## src/rtl/tilt_pkg.sv

```systemverilog
// ----------------------------------------------------------------------------
// tilt_pkg
// shared types, widths and the arctangent table of the tilt angle pipeline
// ----------------------------------------------------------------------------
package tilt_pkg;

    localparam int LANES        = 3;
    localparam int SQRT_STEPS   = 32;
    localparam int NORM_STEPS   = 6;
    localparam int CORDIC_STEPS = 32;

    localparam int AXIS_W = 16;     // magnitude of one axis
    localparam int SQ_W   = 31;     // square of one magnitude
    localparam int RAD_W  = 64;     // radicand, sum of squares times 2^32
    localparam int ROOT_W = 32;     // rounded root
    localparam int OP_W   = 41;     // normalized vector operand
    localparam int CX_W   = 44;     // cordic x and y, signed
    localparam int ACC_W  = 42;     // cordic angle accumulator, signed
    localparam int ANG_W  = 40;     // angle in 1e-10 degree, 0 to 90 degrees
    localparam int DIV_W  = 34;     // width of the scale divisor

    localparam logic [ANG_W-1:0] DEG90_E10 = 40'd900000000000;
    localparam logic [DIV_W-1:0] HALF_E10  = 34'd5000000000;
    localparam logic [DIV_W-1:0] ONE_E10   = 34'd10000000000;

    // per-item control carried beside the payload
    typedef struct packed {
        logic             vld;
        logic [LANES-1:0] neg;
        logic             undef;
        logic [LANES-1:0] numz;
        logic [LANES-1:0] denz;
    } ctl_t;

    // atan(2^-i) in 1e-10 degree
    function automatic logic [ANG_W-1:0] atan_e10(input int unsigned idx);
        logic [ANG_W-1:0] v;
        case (idx)
            0:       v = 40'd450000000000;
            1:       v = 40'd265650511771;
            2:       v = 40'd140362434679;
            3:       v = 40'd71250163489;
            4:       v = 40'd35763343750;
            5:       v = 40'd17899106082;
            6:       v = 40'd8951737102;
            7:       v = 40'd4476141709;
            8:       v = 40'd2238105004;
            9:       v = 40'd1119056771;
            10:      v = 40'd559528919;
            11:      v = 40'd279764526;
            12:      v = 40'd139882271;
            13:      v = 40'd69941137;
            14:      v = 40'd34970569;
            15:      v = 40'd17485284;
            16:      v = 40'd8742642;
            17:      v = 40'd4371321;
            18:      v = 40'd2185661;
            19:      v = 40'd1092830;
            20:      v = 40'd546415;
            21:      v = 40'd273208;
            22:      v = 40'd136604;
            23:      v = 40'd68302;
            24:      v = 40'd34151;
            25:      v = 40'd17075;
            26:      v = 40'd8538;
            27:      v = 40'd4269;
            28:      v = 40'd2134;
            29:      v = 40'd1067;
            30:      v = 40'd534;
            31:      v = 40'd267;
            default: v = '0;
        endcase
        return v;
    endfunction

endpackage

```

## src/rtl/tilt_norm_cell.sv

```systemverilog
// ----------------------------------------------------------------------------
// tilt_norm_cell
// one step of the normalizing shift of a vector pair, registered
// ----------------------------------------------------------------------------
module tilt_norm_cell
    import tilt_pkg::*;
#(
    parameter int SH = 32
)
(
    input  logic            clk,
    input  logic [OP_W-1:0] num_in,
    input  logic [OP_W-1:0] den_in,
    output logic [OP_W-1:0] num_reg,
    output logic [OP_W-1:0] den_reg
);

    logic top_clear;

    // shift when the top bits of both operands are clear
    assign top_clear = ((num_in | den_in) >> (OP_W - SH)) == '0;

    always_ff @(posedge clk)
    begin
        num_reg <= top_clear ? (num_in << SH) : num_in;
        den_reg <= top_clear ? (den_in << SH) : den_in;
    end

endmodule

```

## config.mk

```make
export PLATFORM = sky130hd
export DESIGN_NAME = tilt_norm_cell
export DESIGN_NICKNAME = d
export VERILOG_FILES = /design/src/rtl/tilt_pkg.sv /design/src/rtl/tilt_norm_cell.sv
export SDC_FILE = /design/constraint.sdc
export NUM_CORES = 1
export LEC_CHECK = 0
export ABC_AREA = 1
export BUFFER_PORTS_ARGS = -buffer_cell sky130_fd_sc_hd__buf_2
export CAP_MARGIN = 20
export CORE_UTILIZATION = 44
export CTS_CLUSTER_DIAMETER = 200
export DETAILED_ROUTE_END_ITERATION = 8
export HOLD_SLACK_MARGIN = 0.05
export MAX_ROUTING_LAYER = met4
export PLACE_DENSITY = 0.84
export SYNTH_ARGS = -nofsm -noshare
export SYNTH_HDL_FRONTEND = slang
export SYNTH_SLANG_ARGS = --single-unit
```

## constraint.sdc

```tcl
create_clock -name clk -period 3.35 [get_ports clk]
set_input_delay 0.67 -clock clk [delete_from_list [all_inputs] [get_ports clk]]
set_output_delay 0.67 -clock clk [all_outputs]
set_load 0.03 [all_outputs]
```

==> results.py <==
metrics = {
    "status": {
        "status": "finished, final reports clean",
    },
    "timing": {
        "hold_violations": 0,
        "fmax_ghz": 0.5344,
        "max_slew_margin": 0.5085,
        "worst_slew_pin_slew_ns": 0.7356,
        "rsz0062_at_grt": "false",
        "period_minus_slack_ns": 1.871,
        "slew_viol_final": 0,
        "finalSetupTns_ns": 0,
        "setup_viol": 0,
        "finalCritPeriodShare": 0.5586,
    },
    "min_path": {
        "min_path_cells": 1,
        "hold_path_class": "primary input to flop",
    },
    "clock_tree": {
        "postCtsResizedCells": 0,
        "postCtsSetupRepairBufs": 0,
        "root_buffer": "clkbuf_8",
        "htree_num_levels": 3,
        "postCtsHoldBufs": 0,
        "cts_made_buffers": 9,
        "numClockSinks": 82,
        "clock_path_buffers": 2,
        "cts_tree": "yes",
        "path_clk_slew_ns": 0.08,
    },
    "routing": {
        "met3_length_um": 413,
        "viasPerCell": 4.371,
        "ant_nets": 0,
        "remaining_drc_errors": 0,
        "avgRoutedWirePerCell_um": 11.63,
        "wirelength_um": 5383,
        "wl_met1_um": 2166,
        "first_pass_iters": 4,
        "top_layer": "met4",
        "detail_route.iter0.violations": 57,
        "num_vias": 2024,
        "met2_length_um": 2723,
    },
    "floorplan": {
        "io_pins": 165,
        "start_util": 0.4692,
        "die_area_um2": 5887,
        "die_w_um": 76.73,
        "core_area_um2": 5238,
        "row_count": 26,
        "die_h_um": 76.73,
    },
    "placement": {
        "io_buffers": 164,
        "place_congestion": 0.7798,
        "post-place-cells": 448,
        "place_hpwl_um": 4167,
    },
    "synthesis": {
        "yosysUniqueCellTypes": 11,
        "avgSynthCellArea_um2": 9.238,
        "ys_ff_latch": 82,
        "synth_nets": 349,
        "syn_area_um2": 2457,
        "synth.top_cell.area_share": 0.6680,
        "yosys_warnings": 0,
        "yosysSeqAreaShare": 0.6680,
        "yosys-top-cells-area": "dfxtp_1 67%, clkbuf_1 7.0%, nor2_1 5.8%",
        "yosysTopAreaCell": "dfxtp_1",
        "synth_cells": 266,
    },
    "worst_setup_path": {
        "max_stage_delay_ns": 0.58,
        "worstPathArrival_ns": 2.05,
        "cp.depth": 7,
        "cp-start-kind": "primary input",
        "end_kind": "flop",
        "cpMaxStageDelayCell": "nor2_4",
        "critical_path_class": "primary input to flop",
        "cp.required_ns": 3.53,
        "crit_fanout": 36,
        "path_cells": "buf_2, nor2_1, nand2_1, nor2_1, nand2_1, nor2_4, a21boi_0",
        "path_buf_inv": 1,
        "crit_family": "simple AND/OR/NAND/NOR gates",
    },
    "pwr": {
        "seqPwrFrac": 0.530,
        "power_density_nw_per_um2": 587.0,
        "p_leak_nw": 1.728,
        "ir_worst_vdd_v": 0.0003782,
        "p_comb_frac": 0.126,
        "p_int_mw": 1.469,
        "clkPwrFrac": 0.344,
        "switching_share": 0.2502,
        "switching_power_uw": 490.2,
    },
    "final_layout": {
        "nets": 472,
        "area_growth_pct": 35.85,
        "drive_gt1_frac": 0.4555,
        "layout_common_cells": "164 x buf_2, 82 x dfxtp_1, 38 x nor2_1",
        "antenna_cells": 0,
        "final_cells": 463,
        "final_common_cell": "buf_2",
    },
    "grt": {
        "grt_pass1_vias": 1976,
        "grt_antenna_before_repair": 0,
        "grt_usage": 0.1910,
        "gr-total-overflow": 0,
        "grt_pass1_wl_um": 8424,
        "grt_max_degree": 37,
    },
    "run": {
        "cap_viol_max_count": 0,
    },
}
## metal layers
layer,GRT usage,up-vias
met5,-,-
met4,0.09231,0
met3,0.05714,8
met2,0.3232,104
met1,0.2031,890
li1,-,1022
## power by group through the flow
stage	clock network (mW)	logic (mW)	registers [mW]
3_3_place_gp	0	0.245	1.06
4_1_cts	0.689	0.250	1.04
2_1_floorplan	0	0.0413	1.17
6_report	0.674	0.248	1.04
5_1_grt	0.733	0.263	1.04
3_5_place_dp	0	0.249	1.06
## stage by stage
step	setup slack [ns]	total power [mW]	hold WS (ns)	utilization	instance area [um^2]
finish	1.479	1.959	0.4487	0.6374	3338
global route	1.289	2.039	0.4301	0.6374	3338
CTS	1.461	1.977	0.4346	0.6374	3338
detailed placement	1.109	1.310	0.7874	0.6020	3153
global placement	1.159	1.304	0.7859	0.6020	3153
floorplan	1.830	1.211	0.7604	-	2457
## cell families after synthesis
logic type | after synthesis | share of synthesized area
AOI/OAI and AO/OA | 18 | 0.05499
buffers and inverters | 70 | 0.1141
DFF | 82 | 0.6680
and+or+nand+nor | 96 | 0.1629
## path summary, 6_finish.rpt
check | start | to | slack (ns)
max | den_in[39] | den_reg[8]$_SDFF_PN0_ | 1.48
min | den_in[19] | den_reg[19]$_SDFF_PN0_ | 0.45
## final cells by class
class / count / area, um^2
clock inverter: 3 / 40.04
multi-input combinational: 114 / 535.5
tap: 70 / 87.58
inverter: 18 / 67.56
timing repair buffer: 164 / 820.8
sequential: 82 / 1642
fill: 449 / 1899
clock buffer: 12 / 145.1
## synth_stat cells (all sizes together)
cell type	instances
dfxtp	82
clkbuf	46
nor2	40
nand2	36
nand3	20
a21boi	18
inv	18
buf	6
Note: power is estimated with default switching activity, not from simulation.
