--- config.mk ---
export PLATFORM = sky130hd
export DESIGN_NAME = tilt_sqrt_cell
export DESIGN_NICKNAME = d
export VERILOG_FILES = /design/src/rtl/tilt_pkg.sv /design/src/rtl/tilt_sqrt_cell.sv
export SDC_FILE = /design/constraint.sdc
export NUM_CORES = 1
export LEC_CHECK = 0
export BUFFER_PORTS_ARGS = -buffer_cell sky130_fd_sc_hd__buf_2
export CORE_MARGIN = 8
export CORE_UTILIZATION = 30
export CTS_CLUSTER_SIZE = 12
export DETAILED_ROUTE_END_ITERATION = 6
export PLACE_DENSITY_LB_ADDON = 0.3
export SLEW_MARGIN = 20
export SYNTH_ARGS = -nofsm -noshare
export SYNTH_HDL_FRONTEND = slang
export SYNTH_SLANG_ARGS = --single-unit
--- constraint.sdc ---
create_clock -name clk -period 4.14 [get_ports clk]
set_clock_uncertainty 0.1 [all_clocks]
set_input_delay 0.828 -clock clk [delete_from_list [all_inputs] [get_ports clk]]
set_output_delay 0.828 -clock clk [all_outputs]
set_load 0.01 [all_outputs]
--- src/rtl/tilt_pkg.sv ---
// ----------------------------------------------------------------------------
// tilt_pkg
// shared types, widths and the arctangent table of the tilt angle pipeline
// ----------------------------------------------------------------------------
package tilt_pkg;

    localparam int LANES        = 3;
    localparam int SQRT_STEPS   = 32;
    localparam int NORM_STEPS   = 6;
    localparam int CORDIC_STEPS = 32;

    localparam int AXIS_W = 16;     // magnitude of one axis
    localparam int SQ_W   = 31;     // square of one magnitude
    localparam int RAD_W  = 64;     // radicand, sum of squares times 2^32
    localparam int ROOT_W = 32;     // rounded root
    localparam int OP_W   = 41;     // normalized vector operand
    localparam int CX_W   = 44;     // cordic x and y, signed
    localparam int ACC_W  = 42;     // cordic angle accumulator, signed
    localparam int ANG_W  = 40;     // angle in 1e-10 degree, 0 to 90 degrees
    localparam int DIV_W  = 34;     // width of the scale divisor

    localparam logic [ANG_W-1:0] DEG90_E10 = 40'd900000000000;
    localparam logic [DIV_W-1:0] HALF_E10  = 34'd5000000000;
    localparam logic [DIV_W-1:0] ONE_E10   = 34'd10000000000;

    // per-item control carried beside the payload
    typedef struct packed {
        logic             vld;
        logic [LANES-1:0] neg;
        logic             undef;
        logic [LANES-1:0] numz;
        logic [LANES-1:0] denz;
    } ctl_t;

    // atan(2^-i) in 1e-10 degree
    function automatic logic [ANG_W-1:0] atan_e10(input int unsigned idx);
        logic [ANG_W-1:0] v;
        case (idx)
            0:       v = 40'd450000000000;
            1:       v = 40'd265650511771;
            2:       v = 40'd140362434679;
            3:       v = 40'd71250163489;
            4:       v = 40'd35763343750;
            5:       v = 40'd17899106082;
            6:       v = 40'd8951737102;
            7:       v = 40'd4476141709;
            8:       v = 40'd2238105004;
            9:       v = 40'd1119056771;
            10:      v = 40'd559528919;
            11:      v = 40'd279764526;
            12:      v = 40'd139882271;
            13:      v = 40'd69941137;
            14:      v = 40'd34970569;
            15:      v = 40'd17485284;
            16:      v = 40'd8742642;
            17:      v = 40'd4371321;
            18:      v = 40'd2185661;
            19:      v = 40'd1092830;
            20:      v = 40'd546415;
            21:      v = 40'd273208;
            22:      v = 40'd136604;
            23:      v = 40'd68302;
            24:      v = 40'd34151;
            25:      v = 40'd17075;
            26:      v = 40'd8538;
            27:      v = 40'd4269;
            28:      v = 40'd2134;
            29:      v = 40'd1067;
            30:      v = 40'd534;
            31:      v = 40'd267;
            default: v = '0;
        endcase
        return v;
    endfunction

endpackage

--- src/rtl/tilt_sqrt_cell.sv ---
// ----------------------------------------------------------------------------
// tilt_sqrt_cell
// one digit of the bitwise square root, registered
// ----------------------------------------------------------------------------
module tilt_sqrt_cell
    import tilt_pkg::*;
#(
    parameter int STEP = 31
)
(
    input  logic              clk,
    input  logic [RAD_W-1:0]  rem_in,
    input  logic [RAD_W-1:0]  root_in,
    input  logic [AXIS_W-1:0] aux_in,
    output logic [RAD_W-1:0]  rem_reg,
    output logic [RAD_W-1:0]  root_reg,
    output logic [AXIS_W-1:0] aux_reg
);

    localparam logic [RAD_W-1:0] BIT = RAD_W'(1) << (2 * STEP);

    logic [RAD_W-1:0] trial;
    logic [RAD_W-1:0] rem_next;
    logic [RAD_W-1:0] root_next;

    always_comb
    begin
        trial = root_in + BIT;
        if (rem_in >= trial)
        begin
            rem_next  = rem_in - trial;
            root_next = (root_in >> 1) + BIT;
        end
        else
        begin
            rem_next  = rem_in;
            root_next = root_in >> 1;
        end
    end

    always_ff @(posedge clk)
    begin
        rem_reg  <= rem_next;
        root_reg <= root_next;
        aux_reg  <= aux_in;
    end

endmodule

==> flow_metrics.tcl <==
set metrics [dict create \
    synthCells 901 \
    first_pass_iters 6 \
    cts_buffers 17 \
    worstPathRequired_ps 4400 \
    min_period_over_period 0.932 \
    postCtsSetupBuffers 0 \
    slew_headroom 0.539 \
    io_buffers 288 \
    period_minus_slack_ps 3860 \
    dieArea_um2 30900 \
    antenna_found_initial 4 \
    synth_area_um2 7650 \
    setup_viol 0 \
    drive_gt1_frac 0.312 \
    cts_resized 0 \
    drt_iter0_markers 364 \
    seq_area_um2 2880 \
    htree_levels 4 \
    endpoint_kind "register" \
    avgViaCountPerCell 4.71 \
    hold_viol_final 0 \
    cp-start-kind "input port" \
    wl_per_cell_um 15.6 \
    status "completed" \
    synth_top_cell_area_share 0.377 \
    die_x_um 176 \
    worst_slew_pin_slew_ps 682 \
    cp_max_fo 41 \
    cts_tree "done" \
    synth.distinct_cells 58 \
    core_um2 25100 \
    avgSynthCellArea_um2 8.49 \
    max-vdd-ir-drop_mv 0.225 \
    place_ws_ps -177 \
    grt-ovfl-total 0 \
    critical_path.top_delay_family "compound AO/OA/AOI/OAI gates" \
    clock-sinks 144 \
    clk_pin_slew_ps 70 \
    multi_input_area_um2 4320 \
    yosysWarningCount 0 \
    rows 58 \
    crit_arrival_ps 4110 \
    crit_type "in -> reg" \
    area_growth_syn_to_layout_pct 34.5 \
    finalPower_mw 4.45 \
    leakage_nw 5.21 \
    nFillCells 2610 \
    fmax_ghz 0.259 \
    synth_top_cell_by_area "dfxtp_1" \
    synth.net_count 1111 \
    grt_max_degree 42 \
    holdBufCountCts 0 \
    synth_common_cells "dfxtp_1 (144), a21oi_1 (111), nor2_1 (82), inv_1 (78), ha_1 (64)" \
    route.detailed.drc 0 \
    cp_slowest_cell "o41ai_1" \
    critPathBufInv 3 \
    p_per_area_nw_per_um2 432 \
    clk_root_buffer_cell "clkbuf_16" \
    start_util 0.305 \
    dp_hpwl_mm 20.1 \
    vias 7343 \
    maxSlewViolCount 0 \
    cts_buffer_depth 2 \
    ys_ff_latch 144 \
    holdWs_ps 399 \
    timing.final.ws_setup_ps 283 \
    die_y_um 176 \
    grt_pass1_wl_mm 38.0 \
    utilization 0.410 \
    ant_nets 0 \
    crit_chain "buf_2 > inv_1 > ha_1 > fa_1 > nand2b_1 > a21oi_1 > o41ai_1 > nor4bb_1 > nor3_2 > o21ai_1 > o41ai_4 > buf_12 > and3_1 > a311o_1 > nor2_1" \
    synth-main-ff-cell "dfxtp_1" \
    routed_wl_mm 24.3 \
    rsz0062_at_grt "false" \
    cpPeakStageDelay_ps 630 \
    synth_edf_count 0 \
    final_nets 1425 \
    cap_violations 0 \
    grt_pass1_vias 7375 \
    n_antenna_cell 0 \
    yosysMostFrequentCell "dfxtp_1" \
    grtUsageTotal 0.152 \
    hp-class "in -> reg" \
    io_pins 289 \
    gp_congestion 0.823 \
    yosys-top-cells-area "dfxtp_1 (38%), ha_1 (10%), a21oi_1 (7.3%), a21o_1 (4.8%), xnor2_1 (4.1%)" \
    ys_seq_area_frac 0.377 \
    asyncSetResetFlopFracSynth 0 \
]
-- cells by family after synthesis --
family / after synthesis / share of synthesized area
buf+inv: 115 / 0.0584
simple gates: 234 / 0.148
fa+ha+maj: 65 / 0.107
xor+xnor: 56 / 0.0641
mux: 15 / 0.0219
flops: 144 / 0.377
compound gates: 272 / 0.223
-- path summary, 6_finish.rpt --
| path | from | endpoint | depth (start not counted) |
|---|---|---|---|
| setup / recovery | rem_in[0] | rem_reg[61] | 15 |
| hold / removal | aux_in[0] | aux_reg[0] | 1 |
-- stage by stage --
stage / TNS, ps / std cells / area, µm²
floorplan: 0 / 901 / 7650
global placement: -34.0 / 1526 / 9690
detailed placement: -3570 / 1526 / 9690
CTS: 0 / 1558 / 10300
global route: 0 / 1558 / 10300
finish: 0 / 1558 / 10300
-- placed cells by master (no fill, tap or decap), types with 6 or more instances in the layout --
cell type,netlist,layout
buf_2,11,288
dfxtp_1,144,144
a21oi_1,111,111
nor2_1,82,82
inv_1,78,78
ha_1,64,64
nand2_1,52,52
a21o_1,49,49
buf_4,0,43
o21ai_0,40,40
xnor2_1,36,36
xor2_1,20,20
nand4_1,18,18
clkbuf_16,0,17
nand3_1,14,14
and3_1,13,13
o21bai_1,11,11
nor3_1,11,11
and2_1,10,10
nor2b_1,10,10
mux2_2,10,10
o211ai_1,7,7
a31oi_1,7,7
o21a_1,7,7
inv_6,0,6
-- power breakdown --
group | leakage, nW | internal, mW | switching [mW]
clock | 0.291 | 0.910 | 0.694
combinational | 3.71 | 0.551 | 0.700
sequential | 1.21 | 1.56 | 0.0368
total | 5.21 | 3.02 | 1.43
-- metal layers --
metal	vias to the layer above	global-route usage	routed length, µm
li1	3786	-	-
met1	3326	0.189	10900
met2	198	0.252	11400
met3	25	0.0457	1610
met4	8	0.0427	299
met5	-	0	45
-- layout make-up --
| class | count | area share |
|---|---|---|
| repair buffers | 332 | 0.173 |
| well taps | 330 | 0.0401 |
| flip-flops and latches | 144 | 0.280 |
| inverters | 78 | 0.0285 |
| multi-input cells | 642 | 0.420 |
| clock inverters | 15 | 0.0167 |
| clock buffers | 17 | 0.0413 |
Power figures use the tool's default switching activity.
