--- src/rtl/tilt_pkg.sv ---
// ----------------------------------------------------------------------------
// tilt_pkg
// shared types, widths and the arctangent table of the tilt angle pipeline
// ----------------------------------------------------------------------------
package tilt_pkg;

    localparam int LANES        = 3;
    localparam int SQRT_STEPS   = 32;
    localparam int NORM_STEPS   = 6;
    localparam int CORDIC_STEPS = 32;

    localparam int AXIS_W = 16;     // magnitude of one axis
    localparam int SQ_W   = 31;     // square of one magnitude
    localparam int RAD_W  = 64;     // radicand, sum of squares times 2^32
    localparam int ROOT_W = 32;     // rounded root
    localparam int OP_W   = 41;     // normalized vector operand
    localparam int CX_W   = 44;     // cordic x and y, signed
    localparam int ACC_W  = 42;     // cordic angle accumulator, signed
    localparam int ANG_W  = 40;     // angle in 1e-10 degree, 0 to 90 degrees
    localparam int DIV_W  = 34;     // width of the scale divisor

    localparam logic [ANG_W-1:0] DEG90_E10 = 40'd900000000000;
    localparam logic [DIV_W-1:0] HALF_E10  = 34'd5000000000;
    localparam logic [DIV_W-1:0] ONE_E10   = 34'd10000000000;

    // per-item control carried beside the payload
    typedef struct packed {
        logic             vld;
        logic [LANES-1:0] neg;
        logic             undef;
        logic [LANES-1:0] numz;
        logic [LANES-1:0] denz;
    } ctl_t;

    // atan(2^-i) in 1e-10 degree
    function automatic logic [ANG_W-1:0] atan_e10(input int unsigned idx);
        logic [ANG_W-1:0] v;
        case (idx)
            0:       v = 40'd450000000000;
            1:       v = 40'd265650511771;
            2:       v = 40'd140362434679;
            3:       v = 40'd71250163489;
            4:       v = 40'd35763343750;
            5:       v = 40'd17899106082;
            6:       v = 40'd8951737102;
            7:       v = 40'd4476141709;
            8:       v = 40'd2238105004;
            9:       v = 40'd1119056771;
            10:      v = 40'd559528919;
            11:      v = 40'd279764526;
            12:      v = 40'd139882271;
            13:      v = 40'd69941137;
            14:      v = 40'd34970569;
            15:      v = 40'd17485284;
            16:      v = 40'd8742642;
            17:      v = 40'd4371321;
            18:      v = 40'd2185661;
            19:      v = 40'd1092830;
            20:      v = 40'd546415;
            21:      v = 40'd273208;
            22:      v = 40'd136604;
            23:      v = 40'd68302;
            24:      v = 40'd34151;
            25:      v = 40'd17075;
            26:      v = 40'd8538;
            27:      v = 40'd4269;
            28:      v = 40'd2134;
            29:      v = 40'd1067;
            30:      v = 40'd534;
            31:      v = 40'd267;
            default: v = '0;
        endcase
        return v;
    endfunction

endpackage

--- src/rtl/tilt_cordic_cell.sv ---
// ----------------------------------------------------------------------------
// tilt_cordic_cell
// one vectoring iteration of the arctangent cordic, registered
// ----------------------------------------------------------------------------
module tilt_cordic_cell
    import tilt_pkg::*;
#(
    parameter int STEP = 0
)
(
    input  logic                    clk,
    input  logic signed [CX_W-1:0]  x_in,
    input  logic signed [CX_W-1:0]  y_in,
    input  logic signed [ACC_W-1:0] acc_in,
    output logic signed [CX_W-1:0]  x_reg,
    output logic signed [CX_W-1:0]  y_reg,
    output logic signed [ACC_W-1:0] acc_reg
);

    localparam logic signed [ACC_W-1:0] ATAN = ACC_W'(atan_e10(STEP));

    logic signed [CX_W-1:0] dx;
    logic signed [CX_W-1:0] dy;

    assign dx = y_in >>> STEP;
    assign dy = x_in >>> STEP;

    always_ff @(posedge clk)
    begin
        if (y_in > 0)
        begin
            x_reg   <= x_in + dx;
            y_reg   <= y_in - dy;
            acc_reg <= acc_in + ATAN;
        end
        else
        begin
            x_reg   <= x_in - dx;
            y_reg   <= y_in + dy;
            acc_reg <= acc_in - ATAN;
        end
    end

endmodule

--- config.mk ---
export PLATFORM = sky130hd
export DESIGN_NAME = tilt_cordic_cell
export DESIGN_NICKNAME = d
export VERILOG_FILES = /design/src/rtl/tilt_pkg.sv /design/src/rtl/tilt_cordic_cell.sv
export SDC_FILE = /design/constraint.sdc
export NUM_CORES = 1
export LEC_CHECK = 0
export BUFFER_PORTS_ARGS = -buffer_cell sky130_fd_sc_hd__buf_2
export CAP_MARGIN = 20
export CELL_PAD_IN_SITES_DETAIL_PLACEMENT = 1
export CELL_PAD_IN_SITES_GLOBAL_PLACEMENT = 1
export CORE_ASPECT_RATIO = 0.5
export CORE_UTILIZATION = 44
export DETAILED_ROUTE_END_ITERATION = 7
export MAX_ROUTING_LAYER = met4
export PLACE_DENSITY_LB_ADDON = 0.1
export SYNTH_ARGS = -nofsm -noshare
export SYNTH_HDL_FRONTEND = slang
export SYNTH_SLANG_ARGS = --single-unit
--- constraint.sdc ---
create_clock -name clk -period 10.6 [get_ports clk]
set_input_delay 1.06 -clock clk [delete_from_list [all_inputs] [get_ports clk]]
set_output_delay 1.06 -clock clk [all_outputs]
set_load 0.02 [all_outputs]
==> flow_summary_export.csv <==
group,metric,value,unit
status,run_status,"finished, final reports clean",
drt,drtIter0Drc,965,
grt,antenna_found_initial,2,
timing,setup_slack,4.39,ns
clocking,clock_path_buffers,2,
cells_and_area,nets,2158,
logic_synthesis,ys.flop_type,"dfxtp_1",
die,die_y,121,um
timing,finalSetupViolations,0,
logic_synthesis,ys.warnings.count,0,
die,start_util,44.9,%
logic_synthesis,synth_edf_count,0,
worst_setup_path,path_cells,"buf_2 -> nor4_1 -> nand4_1 -> o31ai_4 -> buf_4 -> inv_2 -> buf_4 -> buf_4 -> ha_1 -> nor2b_1 -> o31ai_1 -> a21oi_1 -> a41oi_1 -> o311ai_1 -> a21oi_1 -> nor2b_1 -> o31ai_1 -> xor2_1",
grt,grt_max_degree,68,
cells_and_area,final_common_cell,"buf_2",
worst_setup_path,worstPathMaxFanout,55,
logic_synthesis,synthAdderAreaFrac,16.6,%
logic_synthesis,syn_nets,1940,
logic_synthesis,yosys.area_share.simple,16.5,%
logic_synthesis,async_reset_ff_share,0,%
die,dieWidth,240,um
placed_design,dp.cells,2226,
worst_setup_path,crit_buf_inv,5,
drt,antenna_left,0,
logic_synthesis,yosysSeqAreaShare,20.7,%
clocking,cts_num_sinks,129,
worst_setup_path,critPathRequiredTime,10.93,ns
timing,slew_headroom,34.5,%
clocking,ctsHoldBuffers,0,
timing,tightest_slew,0.973,ns
timing,hold_ws,0.708,ns
logic_synthesis,synth_compound_area_share,30.4,%
cells_and_area,largest_reg_flops,44,
die,floorplan.die_area,0.0290,mm^2
timing,max_freq,161,MHz
grt,grt_pass1_vias,14200,
clocking,clockRootBuffer,"clkbuf_16",
placed_design,place.detailed.hpwl,40500,um
clocking,h-tree-depth,4,
die,rows,43,
worst_setup_path,crit_path_end_kind,"flip-flop",
cells_and_area,fin_util,52.5,%
logic_synthesis,syn_avg_cell_area,7.57,um^2
worst_setup_path,crit_path_frequent_cell,"buf_4",
placed_design,place_area,0.0140,mm^2
timing,min_period,6.21,ns
clocking,cts_setup_buffers,0,
logic_synthesis,synth.distinct_cells,86,
timing,period_share,58.6,%
cells_and_area,final_cells,2263,
timing,hold_violations,0,
logic_synthesis,yosys.area.top_type_share,20.7,%
worst_setup_path,crit_path_max_incr_delay,0.66,ns
worst_setup_path,critPathArrivalTime,6.54,ns
grt,grt_pass1_wl,78600,um
drt,vias_per_cell,6.07,
drt,wl_per_cell,22.4,um
placed_design,gp_congestion,0.963,
timing,rsz0062_at_grt,"no",
logic_synthesis,synth_top_family_by_area,"compound AO/OA/AOI/OAI gates",
worst_setup_path,crit_slowest_cell,"a41oi_1",
logic_synthesis,yosys.area_share.xor_xnor,7.52,%
drt,route.vias.total,13700,
die,io_pins,261,
grt,gr-total-overflow,0,
power_and_ir_drop,finalPower,2.20,mW
worst_hold_path,hp-class,"in -> reg",
drt,dr.pass1.iters,7,
drt,routed_wl,50800,um
grt,grt_usage,36.0,%
die,core-area,0.0278,mm^2
logic_synthesis,ys_seq_elements,129,
cells_and_area,finalInstanceArea,0.0146,mm^2
timing,slew_violations,0,
worst_setup_path,crit_type,"in -> reg",
logic_synthesis,synth.cell_area,0.0125,mm^2
logic_synthesis,yosysTopAreaCell,"dfxtp_1",
power_and_ir_drop,power.density,151,mW/mm^2
worst_setup_path,path_delay_family,"compound AO/OA/AOI/OAI gates",
clocking,clk_pin_slew_worst_paths,0.06,ns
cells_and_area,layout_common_cells,"buf_2 (260), a21oi_1 (206), ha_1 (159)",
worst_setup_path,worstSetupStartpointType,"input pin",
clocking,cts-buffers-inserted,17,
power_and_ir_drop,irDropWorstVdd,0.000117,V
logic_synthesis,syn-instance-count,1646,
clocking,cts_tree,"yes",
logic_synthesis,synth_area_leaders,"dfxtp_1 (21%), ha_1 (16%), a21oi_1 (8.3%), xnor2_1 (6.2%), o21ai_0 (5.2%)",
drt,drc,0,
clocking,cts_resized,0,
logic_synthesis,synth.mux.area_fraction,1.21,%
placed_design,dp_slack,4.03,ns
cells_and_area,syn_to_final_growth,17.1,%
power_and_ir_drop,p_leak,6.66,nW
flow_run,maxCapViolCount,0,
placed_design,numPortBuffers,260,
timing,setup_tns,0,ns
cells_and_area,final_layout_size_suffix_gt1_share,17.4,%
-- cell usage after synthesis (all sizes together), types with 8 or more instances --
cell,count
o21bai,33
inv,142
xnor2,88
mux2i,15
o21ai,136
a31oi,13
a21oi,207
a211oi,26
or3,15
nand2b,14
buf,35
nand2,96
a2111oi,9
nor2,121
o31a,8
clkbuf,33
o21a,25
xor2,19
nor2b,18
nor3,40
o211ai,18
and3,11
nor4,24
ha,159
nand3,30
dfxtp,129
o31ai,15
nand4,27
a21o,31
-- final cells by class --
type	instances	area, um^2
multi-input cells	1301	9020
clock inverters	14	154
flip-flops and latches	129	2580
fillers	3613	13200
well taps	382	478
diodes	4	10.0
clock buffers	18	439
repair buffers	267	1350
inverters	148	556
-- worst paths after layout --
| path | to | slack (ns) | start | depth (start not counted) |
|---|---|---|---|---|
| max | acc_reg[38] | 4.39 | y_in[3] | 18 |
| min | acc_reg[1] | 0.71 | acc_in[1] | 1 |
-- cells by family (layout without fill, tap and decap cells) --
| group | after synthesis | count (layout) |
|---|---|---|
| XOR/XNOR | 107 | 107 |
| buffers and inverters | 216 | 447 |
| other | 0 | 4 |
| adder cells (fa/ha/maj) | 163 | 163 |
| multiplexers | 15 | 15 |
| AND/OR/NAND/NOR | 422 | 422 |
| AO/OA/AOI/OAI | 594 | 594 |
| flip-flops | 129 | 129 |
-- power breakdown --
part	total (mW)	internal, mW	switching [mW]	leakage, nW
clock network	0.621	0.356	0.265	0.289
logic	0.952	0.317	0.635	5.29
registers	0.622	0.594	0.0286	1.09
-- layer usage --
metal / GRT usage, % / up-vias / part of all wire [%]
li1: - / 6363 / -
met1: 43.3 / 6735 / 42
met2: 61.6 / 536 / 48
met3: 6.39 / 95 / 6.8
met4: 11.2 / 0 / 2.5
met5: - / - / 0
Power figures use the tool's default switching activity.
