<file path="src/rtl/tilt_pkg.sv">
// ----------------------------------------------------------------------------
// tilt_pkg
// shared types, widths and the arctangent table of the tilt angle pipeline
// ----------------------------------------------------------------------------
package tilt_pkg;

    localparam int LANES        = 3;
    localparam int SQRT_STEPS   = 32;
    localparam int NORM_STEPS   = 6;
    localparam int CORDIC_STEPS = 32;

    localparam int AXIS_W = 16;     // magnitude of one axis
    localparam int SQ_W   = 31;     // square of one magnitude
    localparam int RAD_W  = 64;     // radicand, sum of squares times 2^32
    localparam int ROOT_W = 32;     // rounded root
    localparam int OP_W   = 41;     // normalized vector operand
    localparam int CX_W   = 44;     // cordic x and y, signed
    localparam int ACC_W  = 42;     // cordic angle accumulator, signed
    localparam int ANG_W  = 40;     // angle in 1e-10 degree, 0 to 90 degrees
    localparam int DIV_W  = 34;     // width of the scale divisor

    localparam logic [ANG_W-1:0] DEG90_E10 = 40'd900000000000;
    localparam logic [DIV_W-1:0] HALF_E10  = 34'd5000000000;
    localparam logic [DIV_W-1:0] ONE_E10   = 34'd10000000000;

    // per-item control carried beside the payload
    typedef struct packed {
        logic             vld;
        logic [LANES-1:0] neg;
        logic             undef;
        logic [LANES-1:0] numz;
        logic [LANES-1:0] denz;
    } ctl_t;

    // atan(2^-i) in 1e-10 degree
    function automatic logic [ANG_W-1:0] atan_e10(input int unsigned idx);
        logic [ANG_W-1:0] v;
        case (idx)
            0:       v = 40'd450000000000;
            1:       v = 40'd265650511771;
            2:       v = 40'd140362434679;
            3:       v = 40'd71250163489;
            4:       v = 40'd35763343750;
            5:       v = 40'd17899106082;
            6:       v = 40'd8951737102;
            7:       v = 40'd4476141709;
            8:       v = 40'd2238105004;
            9:       v = 40'd1119056771;
            10:      v = 40'd559528919;
            11:      v = 40'd279764526;
            12:      v = 40'd139882271;
            13:      v = 40'd69941137;
            14:      v = 40'd34970569;
            15:      v = 40'd17485284;
            16:      v = 40'd8742642;
            17:      v = 40'd4371321;
            18:      v = 40'd2185661;
            19:      v = 40'd1092830;
            20:      v = 40'd546415;
            21:      v = 40'd273208;
            22:      v = 40'd136604;
            23:      v = 40'd68302;
            24:      v = 40'd34151;
            25:      v = 40'd17075;
            26:      v = 40'd8538;
            27:      v = 40'd4269;
            28:      v = 40'd2134;
            29:      v = 40'd1067;
            30:      v = 40'd534;
            31:      v = 40'd267;
            default: v = '0;
        endcase
        return v;
    endfunction

endpackage

</file>
<file path="src/rtl/tilt_div_cell.sv">
// ----------------------------------------------------------------------------
// tilt_div_cell
// one quotient bit of the division by 1e10, registered
// ----------------------------------------------------------------------------
module tilt_div_cell
    import tilt_pkg::*;
#(
    parameter int NUM_W = 48,
    parameter int Q_W   = 15,
    parameter int STEP  = 0
)
(
    input  logic             clk,
    input  logic [NUM_W-1:0] rem_in,
    input  logic [Q_W-1:0]   q_in,
    output logic [NUM_W-1:0] rem_reg,
    output logic [Q_W-1:0]   q_reg
);

    localparam logic [NUM_W-1:0] DSH = NUM_W'(ONE_E10) << STEP;

    always_ff @(posedge clk)
    begin
        if (rem_in >= DSH)
        begin
            rem_reg <= rem_in - DSH;
            q_reg   <= q_in | (Q_W'(1) << STEP);
        end
        else
        begin
            rem_reg <= rem_in;
            q_reg   <= q_in;
        end
    end

endmodule

</file>
<file path="config.mk">
export PLATFORM = sky130hd
export DESIGN_NAME = tilt_div_cell
export DESIGN_NICKNAME = d
export VERILOG_FILES = /design/src/rtl/tilt_pkg.sv /design/src/rtl/tilt_div_cell.sv
export SDC_FILE = /design/constraint.sdc
export NUM_CORES = 1
export LEC_CHECK = 0
export ABC_CLOCK_PERIOD_IN_PS = 3100
export BUFFER_PORTS_ARGS = -buffer_cell sky130_fd_sc_hd__buf_2
export CAP_MARGIN = 20
export CORE_MARGIN = 2
export CORE_UTILIZATION = 45
export DETAILED_ROUTE_END_ITERATION = 12
export GPL_ROUTABILITY_DRIVEN = 0
export PLACE_DENSITY = 0.79
export SLEW_MARGIN = 20
export SYNTH_ARGS = -nofsm -noshare
export SYNTH_HDL_FRONTEND = slang
export SYNTH_SLANG_ARGS = --single-unit
</file>
<file path="constraint.sdc">
create_clock -name clk -period 3.1 [get_ports clk]
set_input_delay 0.155 -clock clk [delete_from_list [all_inputs] [get_ports clk]]
set_output_delay 0.155 -clock clk [all_outputs]
set_load 0.01 [all_outputs]
</file>
==> results of run 1 <==
kinds of logic after synthesis:
logic type | count (synthesis)
AO/OA/AOI/OAI | 36
XOR/XNOR | 36
adder cells (fa/ha/maj) | 2
buffers and inverters | 13
flip-flops | 63
multiplexers | 1
AND/OR/NAND/NOR | 86
placed cells by master, fill, tap and decap left out, types with 2 or more instances in the layout:
| cell | instances |
|---|---|
| xnor2_1 | 14 |
| xor2_1 | 22 |
| nor3_1 | 11 |
| dfxtp_1 | 63 |
| o21ai_0 | 5 |
| dlygate4sd3_1 | 25 |
| nor2_1 | 20 |
| or3_1 | 2 |
| nand3_1 | 6 |
| o21a_1 | 2 |
| nor2b_1 | 2 |
| nand4b_1 | 4 |
| a21oi_1 | 6 |
| clkinv_2 | 3 |
| buf_2 | 126 |
| nand4_1 | 3 |
| a2111oi_4 | 3 |
| clkbuf_1 | 2 |
| a211oi_1 | 2 |
| buf_4 | 2 |
| nand2_1 | 12 |
| inv_1 | 2 |
| nand3b_1 | 2 |
| nor4_1 | 7 |
| ha_1 | 2 |
| or4_1 | 4 |
| a31oi_1 | 3 |
| clkbuf_8 | 10 |
| a21o_1 | 2 |
| nand2b_1 | 5 |
power groups by stage:
| stage | clock [W] | combinational (W) | sequential, W |
|---|---|---|---|
| finish | 0.000685 | 0.000277 | 0.000885 |
| global route | 0.000742 | 0.000302 | 0.000890 |
| CTS | 0.000701 | 0.000274 | 0.000885 |
| detailed placement | 0 | 0.000249 | 0.000902 |
| global placement | 0 | 0.000243 | 0.000901 |
| floorplan | 0 | 0.0000860 | 0.000937 |
stage by stage:
| stage | setup WS (ns) | area (sq um) | total power [W] |
|---|---|---|---|
| 2_1_floorplan | 0.7064 | 2487 | 0.001023 |
| 3_3_place_gp | 0.5695 | 3166 | 0.001144 |
| 3_5_place_dp | 0.5323 | 3166 | 0.001150 |
| 4_1_cts | 0.6004 | 3606 | 0.001860 |
| 5_1_grt | 0.3977 | 3606 | 0.001933 |
| 6_report | 0.5045 | 3606 | 0.001846 |
path summary, 6_finish.rpt:
check                 depth (start not counted)       start  slack [ns]           to
worst max-delay path                          9   rem_in[3]        0.50  rem_reg[44]
worst min-delay path                          2  rem_in[37]        0.02  rem_reg[37]
layer usage:
| layer | part of all wire, % | vias to the layer above | GRT usage, % |
|---|---|---|---|
| met4 | 2.4 | 0 | 12.28 |
| met5 | 0 | - | 0 |
| li1 | - | 1148 | - |
| met3 | 4.9 | 14 | 3.678 |
| met1 | 40 | 1096 | 24.82 |
| met2 | 52 | 77 | 39.83 |
area by class of cell:
class / instances / area share [%]
clock buffers: 12 / 4.025
clock inverters: 4 / 1.249
inverters: 2 / 0.2082
multi-input cells: 161 / 32.20
flip-flops and latches: 63 / 34.98
well taps: 72 / 2.498
repair buffers: 153 / 24.84
what timing repair did:
item	in CTS	in global routing
endpoints found under the hold margin	25	0
resized for setup	0	0
hold buffers	25	0
==> results.tsv, run 1 <==
stage	metric	value	unit
run_status	status	complete, no violations	
power	sw power	0.0004542	W
power	power per cell area	512.0	nW/um^2
sta	Setup TNS Final	0	ns
synth	Syn Inst Count	237	
floorplan	core footprint	5405	sq um
synth	Post-synth EDFFs	0	
setup_path	Critical Path, Cell by Cell	dlygate4sd3_1, buf_2, nor4b_1, nand4_1, a2111oi_4, o22ai_4, buf_4, a2111oi_4, xor2_1	
setup_path	Top delay family on crit path	compound AO/OA/AOI/OAI gates	
power	Int Pwr	0.001392	W
synth	top cell type's share of synthesized area	50.70	%
floorplan	Die Y	78.35	um
grt	largest net degree at the start of global routing	18	
sta	Slew Viols, Final	0	
placed_design	Placed Cells	426	
synth	post-synthesis adder-cell area fraction	1.006	%
setup_path	crit path max fanout	9	
job	number of max-cap violations	0	
grt	vias in the first global route	2283	
sta	final-report setup violation count	0	
clocking	TritonCTS Buffers	9	
setup_path	Bufs and invs on worst path	3	
floorplan	# rows	27	
synth	main combinational cell family by area after synthesis	simple AND/OR/NAND/NOR gates	
synth	Yosys top cell by area	dfxtp_1	
power	Net Sw Frac	24.60	%
synth	Post-synth top flop	dfxtp_1	
clocking	CTS tree	done	
grt	Tot GR Track Use	22.16	%
synth	part of the Yosys area used for sequential elements	50.70	%
floorplan	I/O pin total	127	
grt	antenna violations before repair	0	
clocking	number of buffers on the longest clock path	2	
route	Routed wire per std cell	14.09	um
setup_path	Req. time, crit path	3.37	ns
finish	Multi-input gate area	1161	sq um
synth	most common cell in the netlist	dfxtp_1	
setup_path	CP Capture Type	flip-flop	
route	drt pass-1 iters	4	
synth	synth warn	0	
sta	Period minus WS final	2.596	ns
route	Vias/cell	5.000	
floorplan	Initial Util	46.02	%
synth	synth top area cells	dfxtp_1 51%, xor2_1 7.7%, xnor2_1 4.9%	
route	DRT iter0 DRCs	143	
route	detailed-route via count	2335	
synth	most instantiated cells after synthesis	63 x dfxtp_1, 22 x xor2_1, 20 x nor2_1, 14 x xnor2_1, 12 x nand2_1	
synth	Synth Area in Compound Gates	13.48	%
clocking	clock-pin slew on the worst setup and hold paths	0.07	ns
route	DR DRC count	0	
synth	mux share of post-synthesis cell area	0.4024	%
sta	Slew headroom	39.35	%
setup_path	max incr delay on CP	0.54	ns
power	combinational power share	15.0	%
grt	first-pass GRT wire length	10570	um
power	leak pwr	1.590	nW
setup_path	WP data arrival	2.86	ns
finish	layout cells sized above 1	38.23	%
setup_path	slowest cell on the critical path	dlygate4sd3_1	
setup_path	CP Launch Type	primary input	
synth	Mapped Nets	303	
synth	Async SR Flop Fraction	0	%
sta	Slew @ Worst Pin	0.9015	ns
finish	nets	456	
synth	Syn Std Cell Area	2487	sq um
clocking	post-CTS setup buffer count	0	
placed_design	Port Buf Inserts	126	
power	VDD IR max	0.2593	mV
synth	Simple-Gate Fraction of Synth Area	19.11	%
clocking	# H-tree levels	3	
synth	Post-Syn Area per Cell	10.50	sq um
finish	Fillers	455	
placed_design	post-DP HPWL	4528	um
floorplan	die area	6138	sq um
synth	Synth cell types	49	
power	Clk pwr share	37.1	%
finish	Antenna Cells	0	
finish	area taken by flip-flops and latches	1261	sq um
route	total length of routed wires	6581	um
sta	f_max	385.3	MHz
sta	final hold violations	0	
route	Routed Antenna Nets	0	
floorplan	Die W	78.35	um
clocking	TritonCTS Sinks	63	
synth	XOR/XNOR Fraction of Synth Area	12.68	%
sta	RSZ-0062 raised after global routing	no	
setup_path	Crit Path Category	in -> reg	
sta	crit share post-route	83.73	%
finish	Layout area overhead	44.97	%
min_path	Hold Crit Class	in -> reg	
grt	GRT overflow	0	
setup_path	most frequent cell on the critical path	a2111oi_4	
sta	Fin Hold WS	0.01797	ns
finish	Final Util	66.71	%
finish	Non-Filler Instances	467	
finish	max reg flops	48	
clocking	Clock Root Buffer	clkbuf_8	
synth	Synth Register Bits	63	
power	sequential share of power	47.9	%
No activity file was read; power rests on OpenSTA's default activity.
==> run 2, diff against run 1 <==
ABC_CLOCK_PERIOD_IN_PS = 2200   (was 3100)
CORE_UTILIZATION = 41   (was 45)
PLACE_DENSITY = 0.76   (was 0.79)
clock period = 2.2 ns   (was 3.1 ns; I/O delays follow)
==> run 2 against run 1 <==
  * Worst setup slack got worse by 0.49 ns
  * Via count grew 9.7%
  * Worst hold slack got worse by 0.0030 ns
  * Largest cell class is now non-clock buffers
==> results.tsv, run 2 (synthesis results as in run 1) <==
stage	metric	value	unit
placed_design	Port Buf Inserts	126	
clocking	Clock Root Buffer	clkbuf_8	
setup_path	CP Launch Type	primary input	
min_path	Hold Crit Class	in -> reg	
finish	layout cells sized above 1	42.60	%
setup_path	crit path max fanout	8	
route	Vias/cell	4.982	
finish	Fillers	456	
setup_path	Critical Path, Cell by Cell	buf_6, or4_4, or4b_4, a2111o_1, o22ai_4, buf_12, a2111oi_4, xor2_1	
sta	Slew headroom	37.58	%
floorplan	I/O pin total	127	
route	Top Metal Used	met4	
placed_design	post-DP HPWL	4775	um
floorplan	core footprint	5886	sq um
clocking	# H-tree levels	3	
finish	Layout area overhead	64.74	%
power	Total Power	0.002807	W
route	Routed Antenna Nets	0	
clocking	TritonCTS Sinks	63	
finish	leading cell type in the layout, fill and taps excluded	buf_2	
setup_path	max incr delay on CP	0.56	ns
sta	Slew Viols, Final	0	
clocking	CTS tree	done	
route	routed length on met3	418	um
power	power per cell area	685.0	nW/um^2
clocking	number of buffers on the longest clock path	2	
grt	GRT overflow	0	
floorplan	Die W	81.89	um
grt	antenna violations before repair	0	
finish	area taken by flip-flops and latches	1261	sq um
route	DRT iter0 DRCs	107	
finish	Final Util	69.62	%
finish	Antenna Cells	0	
setup_path	WP data arrival	2.42	ns
clocking	clock-pin slew on the worst setup and hold paths	0.07	ns
sta	f_max	457.5	MHz
setup_path	Crit Path Category	in -> reg	
run_status	status	complete, no violations	
power	VDD IR max	0.5107	mV
grt	first-pass GRT wire length	10840	um
finish	max reg flops	48	
grt	Tot GR Track Use	21.53	%
route	routed wl met2	3824	um
sta	final-report setup violation count	0	
floorplan	die area	6706	sq um
clocking	TritonCTS Buffers	9	
route	drt pass-1 iters	4	
sta	RSZ-0062 raised after global routing	yes	
route	detailed-route via count	2561	
route	total length of routed wires	7218	um
route	DR DRC count	0	
floorplan	Die Y	81.89	um
power	leak pwr	1.832	nW
route	Routed wire per std cell	14.04	um
sta	crit share post-route	99.36	%
finish	Multi-input gate area	1199	sq um
sta	final hold violations	0	
job	number of max-cap violations	0	
sta	Period minus WS final	2.186	ns
finish	nets	500	
setup_path	CP Capture Type	flip-flop	
floorplan	Initial Util	42.26	%
setup_path	Req. time, crit path	2.43	ns
sta	Slew @ Worst Pin	0.9277	ns
floorplan	# rows	28	
route	met1 WL	2780	um
grt	vias in the first global route	2426	
sta	Fin Hold WS	0.01501	ns
grt	largest net degree at the start of global routing	17	
finish	most frequent cells in the layout	124 x buf_2, 63 x dfxtp_1, 41 x dlygate4sd3_1	
setup_path	slowest cell on the critical path	or4_4	
-- run 2: cell count changes in the layout (fill, tap and decap cells not counted), sizes merged --
| cell | change |
|---|---|
| buf | +26 |
| bufinv | +1 |
| clkinv | -1 |
| clkinvlp | +1 |
| dlygate4sd3 | +16 |
| dlymetal6s4s | +1 |
-- run 2: per-layer routing --
metal / GRT usage [%] / up-vias
li1: - / 1242
met1: 22.86 / 1199
met2: 38.37 / 101
met3: 5.275 / 19
met4: 12.67 / 0
met5: 0 / -
-- run 2: final timing paths --
| kind | start | end | cells past startpoint |
|---|---|---|---|
| worst max-delay path | rem_in[20] | rem_reg[44] | 8 |
| worst min-delay path | rem_in[38] | rem_reg[38] | 2 |
-- run 2: critical path, delay by kind of cell --
kind                      cells  cell delay, ns
buffers and inverters         2            0.27
AOI/OAI and AO/OA             3            0.73
and+or+nand+nor               2            1.11
xor gates and xnor gates      1            0.20
-- run 2: power by group --
| group | internal [W] | switching (W) | leakage [nW] |
|---|---|---|---|
| Clock | 0.000669 | 0.000445 | 0.110 |
| Combinational | 0.000231 | 0.000217 | 1.19 |
| Sequential | 0.00123 | 0.0000192 | 0.531 |
| Total | 0.00213 | 0.000681 | 1.83 |
-- run 2: cell type report --
type / count / area share [%]
timing repair buffer: 197 / 32.06
sequential: 63 / 30.78
clock inverter: 5 / 1.985
tap: 75 / 2.290
multi-input combinational: 161 / 29.25
inverter: 2 / 0.1832
clock buffer: 11 / 3.450
-- run 2: metrics by stage --
step	instance area, sq um	cells	setup TNS (ns)	worst slack, ns
6_report	4098	514	0	0.01405
5_1_grt	4098	514	-0.1706	-0.05556
4_1_cts	4008	511	0	0.005808
3_5_place_dp	3364	453	-8.623	-0.2926
3_3_place_gp	3364	453	-7.743	-0.2494
2_1_floorplan	2490	237	-2.266	-0.1355
-- run 2: timing repair --
| item | in CTS | in global routing |
|---|---|---|
| hold buffers | 42 | 0 |
| setup buffers | 0 | 3 |
| resized for setup | 0 | 10 |
| setup endpoints to repair | 0 | 34 |
| endpoints found under the hold margin | 42 | 0 |
==> run 3, diff against run 2 <==
--- a/config.mk
+++ b/config.mk
@@ -6,5 +6,5 @@
 export NUM_CORES = 1
 export LEC_CHECK = 0
-export ABC_CLOCK_PERIOD_IN_PS = 2200
+export ABC_CLOCK_PERIOD_IN_PS = 1800
 export BUFFER_PORTS_ARGS = -buffer_cell sky130_fd_sc_hd__buf_2
 export CAP_MARGIN = 20
@@ -13,4 +13,5 @@
 export DETAILED_ROUTE_END_ITERATION = 12
 export GPL_ROUTABILITY_DRIVEN = 0
+export GPL_TIMING_DRIVEN = 0
 export PLACE_DENSITY = 0.76
 export SLEW_MARGIN = 20
==> constraint.sdc (replaced) <==
create_clock -name clk -period 1.8 [get_ports clk]
set_input_delay 0.18 -clock clk [delete_from_list [all_inputs] [get_ports clk]]
set_output_delay 0.18 -clock clk [all_outputs]
set_load 0.01 [all_outputs]
==> run 3 against run 2 <==
  * The run now ends with setup timing left
  * Worst setup slack got worse by 0.41 ns
  * Sequential power up 22%
  * Final area about the same
  * Via count decreased by 4.1%
  * Total power rose by 26%
  * Clock-buffer cell count down 2
  * Routed wire length fell by 1.8%
  * Global-route usage is 0.40 points lower
  * Worst hold slack improved by 0.0038 ns
  * Die area stayed put
  * Critical path type unchanged
  * Critical endpoint is now rem_reg[13]
  * Largest cell class is now multi-input combinational cells
  * Highest routed layer unchanged
==> results.tsv, run 3 (synthesis results as in run 1) <==
stage	metric	value	unit
run_status	status	finished with violations	
run_status	violated checks	setup timing	
grt	Tot GR Track Use	21.13	%
route	DRT iter0 DRCs	116	
setup_path	CP Launch Type	primary input	
route	DR DRC count	0	
clocking	clock-pin slew on the worst setup and hold paths	0.07	ns
setup_path	Top delay family on crit path	simple AND/OR/NAND/NOR gates	
sta	final-report setup violation count	39	
clocking	TritonCTS Sinks	63	
sta	Slew Viols, Final	0	
clocking	Clock Root Buffer	clkbuf_8	
min_path	Hold Crit Class	in -> reg	
power	VDD IR max	0.5184	mV
finish	max reg flops	48	
route	drt pass-1 iters	4	
route	total length of routed wires	7091	um
min_path	Hold Path Depth	2	
route	Routed wire per std cell	14.65	um
sta	crit share post-route	122.2	%
grt	GRT overflow	0	
setup_path	Req. time, crit path	2.02	ns
route	Routed Antenna Nets	0	
finish	most frequent cells in the layout	117 x buf_2, 63 x dfxtp_1, 24 x dlygate4sd3_1	
sta	final hold violations	0	
grt	met3 Use GR	6.484	%
setup_path	Crit. path cell count	9	
finish	Final Instance Area	4099	sq um
setup_path	max incr delay on CP	0.56	ns
grt	vias in the first global route	2300	
grt	GR Util met2	36.59	%
placed_design	Port Buf Inserts	119	
sta	Setup TNS Final	-12.63	ns
setup_path	slowest cell on the critical path	or4_4	
min_path	hold path endpoint	q_reg[0]	
floorplan	Die Y	81.89	um
setup_path	WP data arrival	2.42	ns
job	number of max-cap violations	0	
sta	f_max	454.7	MHz
clocking	CTS tree	done	
finish	leading cell type in the layout, fill and taps excluded	buf_2	
floorplan	core footprint	5886	sq um
finish	layout cells sized above 1	46.94	%
clocking	# H-tree levels	3	
floorplan	Die W	81.89	um
sta	Period minus WS final	2.199	ns
floorplan	Initial Util	42.26	%
setup_path	Critical Path, Cell by Cell	buf_6, or4_4, or4b_4, a2111o_1, o22ai_4, buf_12, buf_8, nor2_4, xor2_1	
finish	Antenna Cells	0	
grt	antenna violations before repair	0	
sta	RSZ-0062 raised after global routing	yes	
power	power per cell area	864.4	nW/um^2
setup_path	Bufs and invs on worst path	3	
finish	Layout area overhead	64.79	%
route	detailed-route via count	2456	
setup_path	crit path max fanout	7	
clocking	number of buffers on the longest clock path	2	
setup_path	Crit Path Category	in -> reg	
grt	first-pass GRT wire length	10680	um
power	leak pwr	1.760	nW
floorplan	I/O pin total	127	
floorplan	die area	6706	sq um
clocking	TritonCTS Buffers	9	
sta	Setup WS post-layout	-0.3991	ns
grt	largest net degree at the start of global routing	13	
placed_design	Cell Area, Placed	3231	sq um
finish	Fillers	455	
sta	Slew headroom	39.04	%
floorplan	# rows	28	
route	Vias/cell	5.074	
setup_path	CP Capture Type	flip-flop	
min_path	hold_sp	q_in[0]	
sta	Slew @ Worst Pin	0.9075	ns
placed_design	post-DP HPWL	4594	um
sta	Fin Hold WS	0.01882	ns
finish	nets	470	
grt	GRT Max-Usage Layer	met2	
grt	met1 Usage GRT	24.22	%
-- run 3: layer usage --
layer / wire [um] / up-vias
met5: 0 / -
met4: 200 / 0
met3: 428 / 21
met2: 3688 / 87
met1: 2773 / 1166
li1: - / 1182
-- run 3: area by class of cell --
| type | instances | area, sq um | area share, % |
|---|---|---|---|
| Inverter | 2 | 7.507 | 0.1832 |
| Sequential cell | 63 | 1261 | 30.77 |
| Buffer | 10 | 71.32 | 1.740 |
| Tap cell | 75 | 93.84 | 2.289 |
| Multi-Input combinational cell | 161 | 1393 | 33.97 |
| Clock inverter | 7 | 121.4 | 2.961 |
| Clock buffer | 9 | 123.9 | 3.022 |
| Timing Repair Buffer | 157 | 1027 | 25.06 |
-- run 3: worst max path at each step --
stage	from	slack, ns	to
after floorplan	rem_in[22]	-0.61	rem_reg[18]
after global placement	rem_in[22]	-0.92	rem_reg[26]
final	rem_in[23]	-0.40	rem_reg[13]
after global routing	rem_in[23]	-0.46	rem_reg[44]
after CTS	rem_in[23]	-0.35	rem_reg[31]
after detailed placement	rem_in[22]	-0.94	rem_reg[29]
-- run 3: what timing repair did --
| action | 4_1_cts | 5_1_grt |
|---|---|---|
| setup buffers | 9 | 2 |
| gates cloned | 3 | 0 |
| hold buffers | 24 | 0 |
| gates resized for setup | 32 | 17 |
| endpoints found under the setup margin | 38 | 39 |
| pin swaps | 17 | 13 |
| hold endpoints to repair | 24 | 0 |
-- run 3: where the power goes --
| group | total (W) | switching [W] | internal [W] |
|---|---|---|---|
| registers | 0.00152 | 0.0000237 | 0.00150 |
| clock network | 0.00149 | 0.000565 | 0.000924 |
| logic | 0.000532 | 0.000272 | 0.000260 |
| total | 0.00354 | 0.000861 | 0.00268 |
-- run 3: per-stage QoR --
| stage | utilization (%) | cells | total power (W) | setup slack, ns |
|---|---|---|---|---|
| global route | 69.64 | 484 | 0.003688 | -0.4576 |
| floorplan | - | 237 | 0.001771 | -0.6055 |
| detailed placement | 54.89 | 431 | 0.001991 | -0.9354 |
| CTS | 67.73 | 483 | 0.003554 | -0.3484 |
| finish | 69.64 | 484 | 0.003543 | -0.3991 |
| global placement | 54.89 | 431 | 0.001979 | -0.9164 |
